## config.mk

```make
export PLATFORM = sky130hd
export DESIGN_NAME = tick_process_scheduler
export DESIGN_NICKNAME = d
export VERILOG_FILES = /design/src/rtl/core/tps_pkg.sv /design/src/rtl/core/tps_ram.sv /design/src/rtl/core/tick_process_scheduler.sv
export SDC_FILE = /design/constraint.sdc
export NUM_CORES = 2
export LEC_CHECK = 0
export BUFFER_PORTS_ARGS = -buffer_cell sky130_fd_sc_hd__buf_2
export CAP_MARGIN = 20
export CELL_PAD_IN_SITES_DETAIL_PLACEMENT = 0
export CELL_PAD_IN_SITES_GLOBAL_PLACEMENT = 1
export CORE_ASPECT_RATIO = 0.8
export CORE_UTILIZATION = 35
export CTS_CLUSTER_DIAMETER = 120
export DETAILED_ROUTE_END_ITERATION = 10
export HOLD_SLACK_MARGIN = 0.15
export PLACE_DENSITY = 0.66
export SLEW_MARGIN = 30
export SYNTH_ARGS = -nofsm -noshare
export SYNTH_HDL_FRONTEND = slang
export SYNTH_SLANG_ARGS = --single-unit
```

## constraint.sdc

```tcl
create_clock -name clk -period 23 [get_ports clk]
set_input_delay 4.6 -clock clk [delete_from_list [all_inputs] [get_ports clk]]
set_output_delay 4.6 -clock clk [all_outputs]
set_load 0.01 [all_outputs]
```

## src/rtl/core/tps_pkg.sv

```systemverilog
// ----------------------------------------------------------------------------
// tps_pkg
// Codes, widths and the per-slot record shared by the tick process scheduler.
// ----------------------------------------------------------------------------
package tps_pkg;

	// Item actions
	localparam logic [1:0] ACT_LOAD  = 2'd0;
	localparam logic [1:0] ACT_START = 2'd1;
	localparam logic [1:0] ACT_TICK  = 2'd2;

	// Scheduling algorithms
	localparam logic [1:0] ALG_RR   = 2'd0;
	localparam logic [1:0] ALG_FCFS = 2'd1;
	localparam logic [1:0] ALG_SJF  = 2'd2;

	// Slot status codes
	localparam logic [1:0] ST_READY   = 2'd0;
	localparam logic [1:0] ST_RUNNING = 2'd1;
	localparam logic [1:0] ST_DONE    = 2'd2;

	// Configuration register indexes
	localparam logic [1:0] CFG_ALGORITHM     = 2'd0;
	localparam logic [1:0] CFG_PROCESS_COUNT = 2'd1;

	localparam int CFG_IDX_W  = 2;
	localparam int CFG_DATA_W = 5;
	localparam int ACTION_W   = 2;
	localparam int SLOT_W     = 4;
	localparam int BURST_W    = 16;
	localparam int TIME_W     = 32;
	localparam int ALG_W      = 2;
	localparam int COUNT_W    = 5;

	localparam logic [BURST_W-1:0] EXEC_MAX = 16'hFFFF;

	// Per-slot record kept in the slot state memory; all zero is the reset value.
	typedef struct packed {
		logic [1:0]         status;
		logic [BURST_W-1:0] executed;
		logic [TIME_W-1:0]  arrival;
	} tps_entry_t;

endpackage

```

## src/rtl/core/tps_ram.sv

```systemverilog
// ----------------------------------------------------------------------------
// tps_ram
// Generic single-write, single-read RAM with a registered read port.
// ----------------------------------------------------------------------------
module tps_ram #(
	parameter int WIDTH = 8,
	parameter int DEPTH = 16
) (
	input  logic                     clk,
	input  logic                     we,
	input  logic [$clog2(DEPTH)-1:0] waddr,
	input  logic [WIDTH-1:0]         wdata,
	input  logic [$clog2(DEPTH)-1:0] raddr,
	output logic [WIDTH-1:0]         rdata
);

	logic [WIDTH-1:0] mem_q [DEPTH];
	logic [WIDTH-1:0] rdata_q;

	always_ff @(posedge clk) begin
		if (we) begin
			mem_q[waddr] <= wdata;
		end
		rdata_q <= mem_q[raddr];
	end

	assign rdata = rdata_q;

endmodule

```

## src/rtl/core/tick_process_scheduler.sv

```systemverilog
// ----------------------------------------------------------------------------
// tick_process_scheduler
// Tick-driven round-robin / FCFS / SJF scheduler over a ring of process slots.
// ----------------------------------------------------------------------------
//
//  channel | direction | handshake            | payload
//  --------+-----------+----------------------+---------------------------------
//  cfg     | in        | cfg_valid/cfg_ready  | cfg_index, cfg_data
//  in      | in        | in_valid/in_ready    | action, slot, burst
//  out     | out       | out_valid/out_ready  | running_valid .. total_turnaround
//
// A load item goes straight to the output; a start item writes one entry per
// ring slot. A tick that charges a slot passes read, charge and finish, and a
// switch adds a scan that reads one slot state entry per cycle.
// Reset clears one valid flag per slot, so no clearing pass is needed.
// The result is held in an output register; a new item is taken while it waits,
// and the block stalls only when the next result is ready and the first is not taken.
module tick_process_scheduler #(
	parameter int MAX_SLOTS = 16
) (
	input  logic                            clk,
	input  logic                            arst_n,
	input  logic                            cfg_valid,
	output logic                            cfg_ready,
	input  logic [tps_pkg::CFG_IDX_W-1:0]   cfg_index,
	input  logic [tps_pkg::CFG_DATA_W-1:0]  cfg_data,
	input  logic                            in_valid,
	output logic                            in_ready,
	input  logic [tps_pkg::ACTION_W-1:0]    action,
	input  logic [tps_pkg::SLOT_W-1:0]      slot,
	input  logic [tps_pkg::BURST_W-1:0]     burst,
	output logic                            out_valid,
	input  logic                            out_ready,
	output logic                            running_valid,
	output logic [tps_pkg::SLOT_W-1:0]      running_slot,
	output logic                            switched,
	output logic                            finished_valid,
	output logic [tps_pkg::SLOT_W-1:0]      finished_slot,
	output logic [tps_pkg::TIME_W-1:0]      turnaround,
	output logic [tps_pkg::TIME_W-1:0]      wait_ticks,
	output logic                            all_done,
	output logic [tps_pkg::TIME_W-1:0]      total_wait,
	output logic [tps_pkg::TIME_W-1:0]      total_turnaround
);

	localparam int SW = $clog2(MAX_SLOTS);
	localparam int NW = $clog2(MAX_SLOTS + 1);
	localparam int EW = $bits(tps_pkg::tps_entry_t);
	localparam int TW = tps_pkg::TIME_W;
	localparam int BW = tps_pkg::BURST_W;

	typedef enum logic [9:0] {
		S_IDLE  = 10'b0000000001,
		S_START = 10'b0000000010,
		S_RD    = 10'b0000000100,
		S_CHG   = 10'b0000001000,
		S_FIN   = 10'b0000010000,
		S_ACC   = 10'b0000100000,
		S_SCAN  = 10'b0001000000,
		S_NXRD  = 10'b0010000000,
		S_NXWR  = 10'b0100000000,
		S_EMIT  = 10'b1000000000
	} state_t;

	// Ring successor of s in a ring of n slots.
	function automatic logic [SW-1:0] succ(input logic [SW-1:0] s, input logic [NW-1:0] n);
		logic [NW-1:0] t;
		t = NW'(s) + NW'(1);
		return (t >= n) ? '0 : t[SW-1:0];
	endfunction

	// Control state
	state_t                        state_q;
	logic [tps_pkg::ALG_W-1:0]     algorithm_q;
	logic [tps_pkg::COUNT_W-1:0]   pcount_q;
	logic                          active_q;
	logic [SW-1:0]                 cur_q;
	logic [NW-1:0]                 fcnt_q;
	logic [TW-1:0]                 tick_q;
	logic [TW-1:0]                 wait_sum_q;
	logic [TW-1:0]                 tat_sum_q;
	logic [MAX_SLOTS-1:0]          valid_q;
	logic [NW-1:0]                 cnt_q;
	logic                          scan_pend_s1;
	logic                          found_q;
	logic                          halt_q;
	logic                          sw_q;
	logic                          out_valid_q;
	logic                          vld_rd_s1;

	// Payload registers
	logic [SW-1:0]                 scan_addr_q;
	logic [SW-1:0]                 scan_idx_s1;
	logic [SW-1:0]                 best_q;
	logic [BW-1:0]                 best_burst_q;
	logic [1:0]                    st_s2;
	logic [BW-1:0]                 exec_s2;
	logic [TW-1:0]                 arr_s2;
	logic [BW-1:0]                 burst_s2;
	logic                          term_s2;
	logic [TW-1:0]                 tat_s2;
	logic                          res_switched_q;
	logic                          res_fin_q;
	logic [SW-1:0]                 res_fin_slot_q;
	logic [TW-1:0]                 res_tat_q;
	logic [TW-1:0]                 res_wt_q;
	logic                          res_all_done_q;
	logic [TW-1:0]                 res_tw_q;
	logic [TW-1:0]                 res_tt_q;
	logic                          out_run_valid_q;
	logic [tps_pkg::SLOT_W-1:0]    out_run_slot_q;
	logic                          out_switched_q;
	logic                          out_fin_valid_q;
	logic [tps_pkg::SLOT_W-1:0]    out_fin_slot_q;
	logic [TW-1:0]                 out_tat_q;
	logic [TW-1:0]                 out_wt_q;
	logic                          out_all_done_q;
	logic [TW-1:0]                 out_tw_q;
	logic [TW-1:0]                 out_tt_q;

	// Combinational signals
	logic                          in_accept;
	logic                          emit_load;
	logic [31:0]                   n_full;
	logic [NW-1:0]                 ring_n;
	logic [31:0]                   slot_ext;
	logic [31:0]                   cur_ext;
	logic [31:0]                   fin_slot_ext;
	logic                          burst_we;
	logic [SW-1:0]                 rd_addr;
	logic [BW-1:0]                 burst_rdata;
	logic [EW-1:0]                 ent_rdata;
	tps_pkg::tps_entry_t           ent_rd;
	logic                          ent_we;
	logic [SW-1:0]                 ent_waddr;
	tps_pkg::tps_entry_t           ent_wdata;
	logic                          chg_running;
	logic [BW-1:0]                 chg_exec;
	logic                          chg_term;
	logic [TW-1:0]                 chg_tat;
	logic [TW-1:0]                 fin_wt;
	logic [NW-1:0]                 fin_fcnt;
	logic                          fin_halt;
	logic [1:0]                    fin_status;
	logic                          fin_sw;
	logic [1:0]                    fin_status_wr;
	logic                          is_sjf;
	logic                          scan_issue;
	logic                          scan_hit;
	logic                          scan_done;
	logic [SW-1:0]                 scan_next;
	logic                          scan_start;

	assign cfg_ready = 1'b1;
	assign in_ready  = (state_q == S_IDLE);
	assign in_accept = in_valid && in_ready;
	assign emit_load = (state_q == S_EMIT) && (!out_valid_q || out_ready);

	assign n_full = (32'(pcount_q) > 32'(MAX_SLOTS)) ? 32'(MAX_SLOTS) : 32'(pcount_q);
	assign ring_n = n_full[NW-1:0];

	assign slot_ext     = 32'(slot);
	assign cur_ext      = 32'(cur_q);
	assign fin_slot_ext = 32'(res_fin_slot_q);

	// Loads go straight into the burst memory at acceptance.
	assign burst_we = in_accept && (action == tps_pkg::ACT_LOAD)
		&& (slot_ext < 32'(MAX_SLOTS));

	assign rd_addr = (state_q == S_SCAN) ? scan_addr_q : cur_q;

	tps_ram #(
		.WIDTH(BW),
		.DEPTH(MAX_SLOTS)
	) u_burst_ram (
		.clk  (clk),
		.we   (burst_we),
		.waddr(slot_ext[SW-1:0]),
		.wdata(burst),
		.raddr(rd_addr),
		.rdata(burst_rdata)
	);

	tps_ram #(
		.WIDTH(EW),
		.DEPTH(MAX_SLOTS)
	) u_entry_ram (
		.clk  (clk),
		.we   (ent_we),
		.waddr(ent_waddr),
		.wdata(ent_wdata),
		.raddr(rd_addr),
		.rdata(ent_rdata)
	);

	// A slot never written since reset reads as ready with zero time.
	assign ent_rd = vld_rd_s1 ? tps_pkg::tps_entry_t'(ent_rdata) : '0;

	// Charge stage
	assign chg_running = (ent_rd.status == tps_pkg::ST_RUNNING);
	assign chg_exec    = (chg_running && (ent_rd.executed != tps_pkg::EXEC_MAX))
		? ent_rd.executed + BW'(1) : ent_rd.executed;
	assign chg_term    = chg_running && (chg_exec >= burst_rdata);
	assign chg_tat     = tick_q - ent_rd.arrival;

	// Finish stage
	assign fin_wt     = tat_s2 - TW'(burst_s2);
	assign fin_fcnt   = fcnt_q + NW'(1);
	assign fin_halt   = term_s2 && (fin_fcnt >= ring_n);
	assign fin_status = term_s2 ? tps_pkg::ST_DONE : st_s2;
	assign fin_sw     = !fin_halt
		&& ((fin_status == tps_pkg::ST_DONE) || (algorithm_q == tps_pkg::ALG_RR));
	assign fin_status_wr = (fin_sw && (fin_status == tps_pkg::ST_RUNNING))
		? tps_pkg::ST_READY : fin_status;

	// Slot scan: one read issued per cycle, evaluated in the next cycle.
	assign is_sjf     = (algorithm_q == tps_pkg::ALG_SJF);
	assign scan_issue = (cnt_q < ring_n);
	assign scan_hit   = is_sjf
		? ((ent_rd.status == tps_pkg::ST_READY) && (!found_q || (burst_rdata < best_burst_q)))
		: (!found_q && (ent_rd.status != tps_pkg::ST_DONE));
	assign scan_done  = (!scan_issue && !scan_pend_s1) || (!is_sjf && found_q);
	assign scan_next  = found_q ? best_q : succ(cur_q, ring_n);
	assign scan_start = ((state_q == S_FIN) && !term_s2 && fin_sw)
		|| ((state_q == S_ACC) && sw_q);

	always_comb begin
		ent_we    = 1'b0;
		ent_waddr = cur_q;
		ent_wdata = '0;
		unique case (state_q)
			S_START: begin
				ent_we             = 1'b1;
				ent_waddr          = cnt_q[SW-1:0];
				ent_wdata.status   = (cnt_q == '0) ? tps_pkg::ST_RUNNING : tps_pkg::ST_READY;
				ent_wdata.executed = '0;
				ent_wdata.arrival  = tick_q;
			end
			S_FIN: begin
				ent_we             = 1'b1;
				ent_wdata.status   = fin_status_wr;
				ent_wdata.executed = exec_s2;
				ent_wdata.arrival  = arr_s2;
			end
			S_NXWR: begin
				ent_we             = 1'b1;
				ent_wdata.status   = tps_pkg::ST_RUNNING;
				ent_wdata.executed = ent_rd.executed;
				ent_wdata.arrival  = ent_rd.arrival;
			end
			default: begin
				ent_we = 1'b0;
			end
		endcase
	end

	always_ff @(posedge clk or negedge arst_n) begin
		if (!arst_n) begin
			state_q      <= S_IDLE;
			algorithm_q  <= '0;
			pcount_q     <= '0;
			active_q     <= 1'b0;
			cur_q        <= '0;
			fcnt_q       <= '0;
			tick_q       <= '0;
			wait_sum_q   <= '0;
			tat_sum_q    <= '0;
			valid_q      <= '0;
			cnt_q        <= '0;
			scan_pend_s1 <= 1'b0;
			found_q      <= 1'b0;
			halt_q       <= 1'b0;
			sw_q         <= 1'b0;
			out_valid_q  <= 1'b0;
			vld_rd_s1    <= 1'b0;
		end else begin
			vld_rd_s1 <= valid_q[rd_addr];
			if (ent_we) begin
				valid_q[ent_waddr] <= 1'b1;
			end
			if (cfg_valid && cfg_ready) begin
				unique case (cfg_index)
					tps_pkg::CFG_ALGORITHM:     algorithm_q <= cfg_data[tps_pkg::ALG_W-1:0];
					tps_pkg::CFG_PROCESS_COUNT: pcount_q    <= cfg_data[tps_pkg::COUNT_W-1:0];
					default: begin
					end
				endcase
			end
			if (out_valid_q && out_ready) begin
				out_valid_q <= 1'b0;
			end
			if (scan_start) begin
				cnt_q        <= '0;
				scan_pend_s1 <= 1'b0;
				found_q      <= 1'b0;
			end

			unique case (state_q)
				S_IDLE: begin
					if (in_accept) begin
						unique case (action)
							tps_pkg::ACT_LOAD: begin
								state_q <= S_EMIT;
							end
							tps_pkg::ACT_START: begin
								fcnt_q     <= '0;
								wait_sum_q <= '0;
								tat_sum_q  <= '0;
								cur_q      <= '0;
								cnt_q      <= '0;
								if (ring_n != '0) begin
									active_q <= 1'b1;
									state_q  <= S_START;
								end else begin
									active_q <= 1'b0;
									state_q  <= S_EMIT;
								end
							end
							tps_pkg::ACT_TICK: begin
								tick_q <= tick_q + TW'(1);
								if (active_q && (ring_n == '0)) begin
									active_q <= 1'b0;
									state_q  <= S_EMIT;
								end else if (active_q) begin
									state_q <= S_RD;
								end else begin
									state_q <= S_EMIT;
								end
							end
							default: begin
								state_q <= S_EMIT;
							end
						endcase
					end
				end
				S_START: begin
					cnt_q <= cnt_q + NW'(1);
					if ((cnt_q + NW'(1)) == ring_n) begin
						state_q <= S_EMIT;
					end
				end
				S_RD: begin
					state_q <= S_CHG;
				end
				S_CHG: begin
					state_q <= S_FIN;
				end
				S_FIN: begin
					halt_q <= fin_halt;
					sw_q   <= fin_sw;
					if (term_s2) begin
						fcnt_q  <= fin_fcnt;
						state_q <= S_ACC;
						if (fin_halt) begin
							active_q <= 1'b0;
						end
					end else if (fin_sw) begin
						state_q <= S_SCAN;
					end else begin
						state_q <= S_EMIT;
					end
				end
				S_ACC: begin
					wait_sum_q <= wait_sum_q + res_wt_q;
					tat_sum_q  <= tat_sum_q + res_tat_q;
					state_q    <= sw_q ? S_SCAN : S_EMIT;
				end
				S_SCAN: begin
					scan_pend_s1 <= scan_issue;
					if (scan_issue) begin
						cnt_q <= cnt_q + NW'(1);
					end
					if (scan_pend_s1 && scan_hit) begin
						found_q <= 1'b1;
					end
					if (scan_done) begin
						cur_q   <= scan_next;
						state_q <= S_NXRD;
					end
				end
				S_NXRD: begin
					state_q <= S_NXWR;
				end
				S_NXWR: begin
					state_q <= S_EMIT;
				end
				S_EMIT: begin
					if (emit_load) begin
						out_valid_q <= 1'b1;
						state_q     <= S_IDLE;
					end
				end
				default: begin
					state_q <= S_IDLE;
				end
			endcase
		end
	end

	always_ff @(posedge clk) begin
		if (in_accept) begin
			res_switched_q <= 1'b0;
			res_fin_q      <= 1'b0;
			res_fin_slot_q <= '0;
			res_tat_q      <= '0;
			res_wt_q       <= '0;
			res_all_done_q <= 1'b0;
			res_tw_q       <= '0;
			res_tt_q       <= '0;
		end
		if (state_q == S_CHG) begin
			st_s2    <= ent_rd.status;
			exec_s2  <= chg_exec;
			arr_s2   <= ent_rd.arrival;
			burst_s2 <= burst_rdata;
			term_s2  <= chg_term;
			tat_s2   <= chg_tat;
		end
		if (state_q == S_FIN) begin
			res_switched_q <= fin_sw;
			if (term_s2) begin
				res_fin_q      <= 1'b1;
				res_fin_slot_q <= cur_q;
				res_tat_q      <= tat_s2;
				res_wt_q       <= fin_wt;
			end
		end
		if ((state_q == S_ACC) && halt_q) begin
			res_all_done_q <= 1'b1;
			res_tw_q       <= wait_sum_q + res_wt_q;
			res_tt_q       <= tat_sum_q + res_tat_q;
		end
		if (scan_start) begin
			scan_addr_q <= is_sjf ? '0 : succ(cur_q, ring_n);
		end
		if (state_q == S_SCAN) begin
			if (scan_issue) begin
				scan_addr_q <= is_sjf ? scan_addr_q + SW'(1) : succ(scan_addr_q, ring_n);
				scan_idx_s1 <= scan_addr_q;
			end
			if (scan_pend_s1 && scan_hit) begin
				best_q       <= scan_idx_s1;
				best_burst_q <= burst_rdata;
			end
		end
		if (emit_load) begin
			out_run_valid_q <= active_q;
			out_run_slot_q  <= active_q ? cur_ext[tps_pkg::SLOT_W-1:0] : '0;
			out_switched_q  <= res_switched_q;
			out_fin_valid_q <= res_fin_q;
			out_fin_slot_q  <= fin_slot_ext[tps_pkg::SLOT_W-1:0];
			out_tat_q       <= res_tat_q;
			out_wt_q        <= res_wt_q;
			out_all_done_q  <= res_all_done_q;
			out_tw_q        <= res_tw_q;
			out_tt_q        <= res_tt_q;
		end
	end

	assign out_valid        = out_valid_q;
	assign running_valid    = out_run_valid_q;
	assign running_slot     = out_run_slot_q;
	assign switched         = out_switched_q;
	assign finished_valid   = out_fin_valid_q;
	assign finished_slot    = out_fin_slot_q;
	assign turnaround       = out_tat_q;
	assign wait_ticks       = out_wt_q;
	assign all_done         = out_all_done_q;
	assign total_wait       = out_tw_q;
	assign total_turnaround = out_tt_q;

endmodule
```

* Word-level counts from Yosys, hierarchy flattened *
Memory sizes are Yosys's and may differ from the RTL's. A register that Yosys moved wholly into a read port is not among the register bits.
Cells that the tools add are included.

storage, ports and cells
  memories = 2
  bits in registers = 552
  input bits = 34
  output and inout port bits = 143
  latch bits = 0
  memory bits (read-only) = 0
  memory bits (writable) = 1,056

operators by class
  bitwise operators = 1
  shift-type cells = 0
  $lt $le $gt $ge = 11
  muxes and demuxes = 88
  reduce and logical (&&, ||, !) cells = 57
  eq/ne operators = 29
  div/mod/pow operators = 0
  add/subtract/negate cells = 11
  multipliers = 0

memories
  name               depth  bits a word  read ports  clocked after memory_dff  write ports  line           RTL
  u_entry_ram.mem_q  16     50           1           1                         1            tps_ram.sv:17  logic [WIDTH-1:0] mem_q [DEPTH];
  u_burst_ram.mem_q  16     16           1           1                         1            tps_ram.sv:17

operator list
  cell                                                                           number
  32-bit 2-to-1 mux                                                              11
  50-bit one-hot mux with 3 select lines                                         1
  32-bit one-hot mux with 2 select lines                                         2
  10-bit 2-to-1 mux                                                              10
  10-bit one-hot mux with 10 select lines                                        1
  32-bit adder                                                                   2
  4-bit 2-to-1 mux                                                               16
  50-bit 2-to-1 mux                                                              1
  5-bit 2-to-1 mux                                                               8
  32-bit by 1-bit adder with 32-bit output (second input constant)               1
  32-bit by 16-bit subtractor with 32-bit output                                 1
  32-bit subtractor                                                              1
  1-bit 2-to-1 mux                                                               27
  1-bit logical AND                                                              21
  10-bit one-hot mux with 2 select lines                                         1
  16-bit by 1-bit adder with 16-bit output (second input constant)               1
  16-bit greater-or-equal comparator                                             1
  16-bit less-than comparator                                                    1
  16-bit 2-to-1 mux                                                              1
  16-bit inequality test (second input constant)                                 1
  16-bit OR                                                                      1
  5-bit greater-or-equal comparator                                              3
  4-bit by 5-bit less-than comparator with 1-bit output (second input constant)  3
  5-bit one-hot mux with 3 select lines                                          1
  40 further kinds                                                               80

* Depth between registers and ports, before layout *
  depth in word-level cells = 12
  gate-level depth with buffers = 21
  mapped depth without buffers = 19

* Cells and area by module *
From an unflattened synthesis, not the netlist that was laid out.

second synthesis, totals
  cells, all modules = 4,235
  area, all modules = 68,214.2 um2

by module, submodules not included
  module                  instances  area an instance (um2)  seq. area each (um2)  cells each
  tps_ram (u_entry_ram)   1          30,909.6                25,024.0              1,294
  tick_process_scheduler  1          27,262.4                15,085.7              2,509
  tps_ram (u_burst_ram)   1          10,042.1                8,007.7               432

* Worst setup path before layout *
No wires, ideal clock.

  kind = input to register
  from = input out_ready
  to = register out_all_done_q (netlist: all_done), enable pin
  setup slack = 11,441 ps
  arrival time = 10,903 ps
  data required time = 22,344 ps
  library setup time = 656 ps
  stages on the path = 2
  cell sequence = nand2b_1 -> nor2b_1

on the way
  word-level cells in the longest chain between the ends = 2

ends and longest elaborated chain
  what                  line                           RTL
  start, declared       tick_process_scheduler.sv:33   input logic out_ready,
  1-bit logical OR      tick_process_scheduler.sv:157  assign emit_load = (state_q == S_EMIT) && (!out_valid_q || out_ready);
  1-bit logical AND     tick_process_scheduler.sv:157
  via emit_load         tick_process_scheduler.sv:123  logic emit_load;
  end signal, assigned  tick_process_scheduler.sv:454  out_all_done_q <= res_all_done_q;
  end, declared         tick_process_scheduler.sv:117  logic out_all_done_q;

The timed path passes the listed nets, and every way through them passes these cells.
A chain may end at the register's enable or synchronous reset.

* Worst setup path in the final report *
  from = register state_q[1]
  to = output in_ready

on the way
  word-level cells in the longest chain between the ends = 1

ends and longest elaborated chain
  what                                             line                           RTL
  start, declared                                  tick_process_scheduler.sv:73   state_t state_q;
  start signal, assigned                           tick_process_scheduler.sv:366  state_q <= sw_q ? S_SCAN : S_EMIT;
  10-bit by 1-bit equality test with 1-bit output  tick_process_scheduler.sv:155  assign in_ready = (state_q == S_IDLE);
  end, declared                                    tick_process_scheduler.sv:28   output logic in_ready,

Every way passes these cells.

==> impl_results.html <==
<table>
<tr><th>Metric</th><th>Value</th></tr>
<tr><th colspan="2">Status</th></tr>
<tr><td>Outcome</td><td>complete, no violations</td></tr>
<tr><th colspan="2">Floorplanning</th></tr>
<tr><td>Die Ht</td><td>approximately 400 um</td></tr>
<tr><td>Core Area</td><td>a little under 200000 um^2</td></tr>
<tr><td>Starting density of the core</td><td>a little over a third</td></tr>
<tr><td>Die Width</td><td>roughly 500 um</td></tr>
<tr><td>Die area</td><td>just over 200000 um^2</td></tr>
<tr><td>Standard-cell rows</td><td>between 100 and 150</td></tr>
<tr><td>Boundary pin count</td><td>roughly 180</td></tr>
<tr><th colspan="2">GRT</th></tr>
<tr><td>Antenna violations before repair</td><td>10</td></tr>
<tr><td>Pin count of the biggest net entering global routing</td><td>around 180</td></tr>
<tr><td>Remaining global-route overflow</td><td>0</td></tr>
<tr><td>First-pass GRT wire length</td><td>between 200 and 300 mm</td></tr>
<tr><td>Vias in the first global route</td><td>42600</td></tr>
<tr><td>Overall Global Routing Usage</td><td>a little under a fifth</td></tr>
<tr><th colspan="2">Route</th></tr>
<tr><td>Routed vias/inst</td><td>5.22</td></tr>
<tr><td>Post-DRT Antenna Nets</td><td>0</td></tr>
<tr><td>Wire per inst</td><td>approximately 22 um</td></tr>
<tr><td>Final routed DRC violation total</td><td>0</td></tr>
<tr><td>Total number of vias</td><td>around 45000</td></tr>
<tr><td>Total wire length after detailed routing</td><td>195 mm</td></tr>
<tr><td>Detailed-routing iteration count for the pre-antenna-repair pass</td><td>6</td></tr>
<tr><td>Initial detailed-routing violation count</td><td>4728</td></tr>
<tr><th colspan="2">Timing</th></tr>
<tr><td>Aggregate negative setup slack</td><td>0 ns</td></tr>
<tr><td>Final cycle utilization of the critical path</td><td>31.6%</td></tr>
<tr><td>Total setup violations reported at the end of the flow</td><td>0</td></tr>
<tr><td>Final Hold Violating Endpoints</td><td>0</td></tr>
<tr><td>Final count of pins violating max slew</td><td>0</td></tr>
<tr><td>Final hold slack</td><td>about 0.42 ns</td></tr>
<tr><td>Slew of the pin with the lowest slew margin</td><td>1.18 ns</td></tr>
<tr><td>Layout Skew</td><td>around 0.042 ns</td></tr>
<tr><td>Final setup slack of the worst path</td><td>between 15 and 20 ns</td></tr>
<tr><td>Max transition margin</td><td>a little over a fifth</td></tr>
<tr><td>RSZ-0062 raised after global routing</td><td>no</td></tr>
<tr><td>F_max</td><td>between 0.1 and 0.15 GHz</td></tr>
<tr><td>Final Critical Period</td><td>~7.3 ns</td></tr>
<tr><th colspan="2">Synth</th></tr>
<tr><td>Register area share after synthesis</td><td>between 60 and 70%</td></tr>
<tr><td>Largest cells by area after synthesis</td><td>edfxtp_1 (59%), nand2_1 (7.2%), dfrtp_1 (5.3%), dfxtp_1 (4.0%), ha_1 (3.0%)</td></tr>
<tr><td>Count of state elements after synthesis</td><td>1674</td></tr>
<tr><td>List of most frequent post-synthesis cells</td><td>edfxtp_1 (1384), nand2_1 (1348), a21oi_1 (324)</td></tr>
<tr><td>Cell taking the most area after synthesis</td><td>edfxtp_1</td></tr>
<tr><td>Distinct cell type count after synthesis</td><td>80</td></tr>
<tr><td>Share of Yosys cell area claimed by the top area cell type</td><td>about three fifths</td></tr>
<tr><td>EDFF count, synth</td><td>1384</td></tr>
<tr><td>Yosys warns</td><td>0</td></tr>
<tr><td>Number of nets produced by synthesis</td><td>roughly 6000</td></tr>
<tr><td>Fraction of registers with async set or reset after synthesis</td><td>under 10%</td></tr>
<tr><td>Primary FF master, synth</td><td>edfxtp_1</td></tr>
<tr><td>Top-count cell post-synth</td><td>edfxtp_1</td></tr>
<tr><td>Post-synthesis instance area</td><td>70000 um^2</td></tr>
<tr><td>Number of standard cells after synthesis</td><td>approximately 5700</td></tr>
<tr><td>Mapped Avg Cell Area</td><td>between 10 and 15 um^2</td></tr>
<tr><th colspan="2">Pwr</th></tr>
<tr><td>Pwr per Cell Area</td><td>approximately 91 nW/um^2</td></tr>
<tr><td>Leakage power summed over all cells</td><td>29.6 nW</td></tr>
<tr><td>Worst-case vdd ir drop</td><td>about 0.067 mV</td></tr>
<tr><td>Post-layout total power</td><td>between 7 and 8 mW</td></tr>
<tr><th colspan="2">Critical path</th></tr>
<tr><td>Nature of the critical path startpoint</td><td>register</td></tr>
<tr><td>Data arrival time of the critical path</td><td>2.67 ns</td></tr>
<tr><td>Start-to-end type of the worst setup path</td><td>register to output pin</td></tr>
<tr><td>Kind of end point of the critical path</td><td>output pin</td></tr>
<tr><td>Largest fanout of any net on the critical path</td><td>8</td></tr>
<tr><td>Required time of the worst setup path</td><td>18.40 ns</td></tr>
<tr><th colspan="2">Final layout</th></tr>
<tr><td>Flip-flop count of the largest register after layout</td><td>800</td></tr>
<tr><td>Synth-to-Final Area Change</td><td>14.9%</td></tr>
<tr><td>Design Area, Final</td><td>a little over 80000 um^2</td></tr>
<tr><td>Share of cells above drive strength 1</td><td>a little over a tenth</td></tr>
<tr><td>Net count, final</td><td>between 6000 and 7000</td></tr>
<tr><td>Register with the highest flop count</td><td>u_entry_ram.mem_q</td></tr>
<tr><th colspan="2">CTS</th></tr>
<tr><td>Number of buffers added by the clock tree synthesis step</td><td>roughly 170</td></tr>
<tr><td>Total number of clock tree sinks</td><td>1674</td></tr>
<tr><td>Number of buffers inserted by post-CTS setup repair</td><td>0</td></tr>
<tr><td>PostCTS Resize Cnt</td><td>0</td></tr>
<tr><td>Maximum number of buffers from clock root to sink</td><td>3</td></tr>
<tr><td>Hold Buf Count CTS</td><td>0</td></tr>
<tr><td>Clk root buf</td><td>clkbuf_16</td></tr>
<tr><td>Clock-pin slew on the worst setup and hold paths</td><td>around 0.06 ns</td></tr>
<tr><td>TritonCTS clock tree</td><td>built</td></tr>
<tr><td>Maximum level of the CTS H-tree</td><td>4</td></tr>
<tr><td>Skew-Pair Late Insertion Delay</td><td>0.82 ns</td></tr>
<tr><th colspan="2">Place</th></tr>
<tr><td>Cell area after placement</td><td>74300 um^2</td></tr>
<tr><td>GP Congestion</td><td>approximately 0.84</td></tr>
<tr><td>Place WS</td><td>15.80 ns</td></tr>
<tr><td>Post-DP HPWL</td><td>around 110 mm</td></tr>
<tr><td>Port buffer count</td><td>roughly 180</td></tr>
<tr><th colspan="2">Flow run</th></tr>
<tr><td>Number of max-cap violations</td><td>0</td></tr>
<tr><th colspan="2">Worst hold path</th></tr>
<tr><td>Type of the most critical hold path</td><td>register to register</td></tr>
</table>
## cell families (layout without fill, tap and decap cells)
family | after synthesis | count (layout) | share of synthesized area, %
and+or+nand+nor | 2227 | 2227 | 13.7
DFF | 1674 | 1674 | 68.8
AOI/OAI and AO/OA | 1028 | 1028 | 9.51
buffers and inverters | 423 | 758 | 2.57
adders and majority gates | 174 | 174 | 3.15
xor gates and xnor gates | 167 | 167 | 2.09
muxes | 15 | 15 | 0.232
other | 1 | 5 | 0.00536
## path summary, 6_finish.rpt
path | start | endpoint | slack, ns | cells past startpoint
worst max-delay path | state_q[1] | in_ready | 15.73 | 6
worst min-delay path | scan_idx_s1[1] | best_q[1] | 0.42 | 0
worst max register to register | state_q[1] | u_entry_ram.rdata[35] | 17.47 | 13
worst min register to register | scan_idx_s1[1] | best_q[1] | 0.42 | 0
max in group asynchronous | arst_n | tat_sum_q[7] | 17.91 | 3
min in group asynchronous | arst_n | algorithm_q[0] | 3.68 | 1
## cell usage in the layout, fill, tap and decap left out, drive strengths merged, types with 51 or more instances in the layout
master	count
edfxtp	1384
nand2	1350
a21oi	325
nor2	315
buf	293
clkbuf	239
nand3	214
o21ai	200
ha	170
dfrtp	149
inv	147
dfxtp	140
and3	112
a31oi	98
xnor2	96
xor2	71
a21o	58
a22o	54
a32oi	54
o221ai	54
clkinv	51
## routing by layer
| metal | GRT usage, % | up-vias | part of all wire [%] |
|---|---|---|---|
| li1 | - | 21100 | - |
| met5 | 0 | - | 0.021 |
| met1 | 29.3 | 22700 | 48 |
| met4 | 4.16 | 6 | 1.8 |
| met3 | 3.04 | 239 | 6.6 |
| met2 | 27.9 | 1460 | 43 |
## worst max-delay path: stages (launching register included)
cell and delay, ns:
dfrtp_1 0.46, nor4_4 0.36, nand2_2 0.18, nor2_1 0.17
nand3_1 0.26, inv_1 0.25, buf_2 0.19
## layout make-up
class | instances | area, um^2
sequential | 1674 | 48100
inverter | 137 | 514
tap | 2664 | 3330
multi-input combinational | 3612 | 20400
clock inverter | 89 | 1100
fill | 18600 | 118000
timing repair buffer | 293 | 2060
clock buffer | 239 | 4890
antenna | 4 | 10.0
## power by group
group | leakage, nW | total [mW] | switching (mW) | internal (mW)
Clock | 2.92 | 2.93 | 1.20 | 1.73
Sequential | 16.4 | 3.56 | 0.0967 | 3.47
Combinational | 10.2 | 0.810 | 0.545 | 0.265
Total | 29.6 | 7.31 | 1.84 | 5.47
## stage by stage
stage | util [%] | std cells
final | 40.6 | 8712
after global routing | 40.6 | 8709
after CTS | 40.5 | 8705
after detailed placement | 37.5 | 8377
after global placement | 37.4 | 8368
after floorplan | - | 5709
No activity file was read; power rests on OpenSTA's default activity.
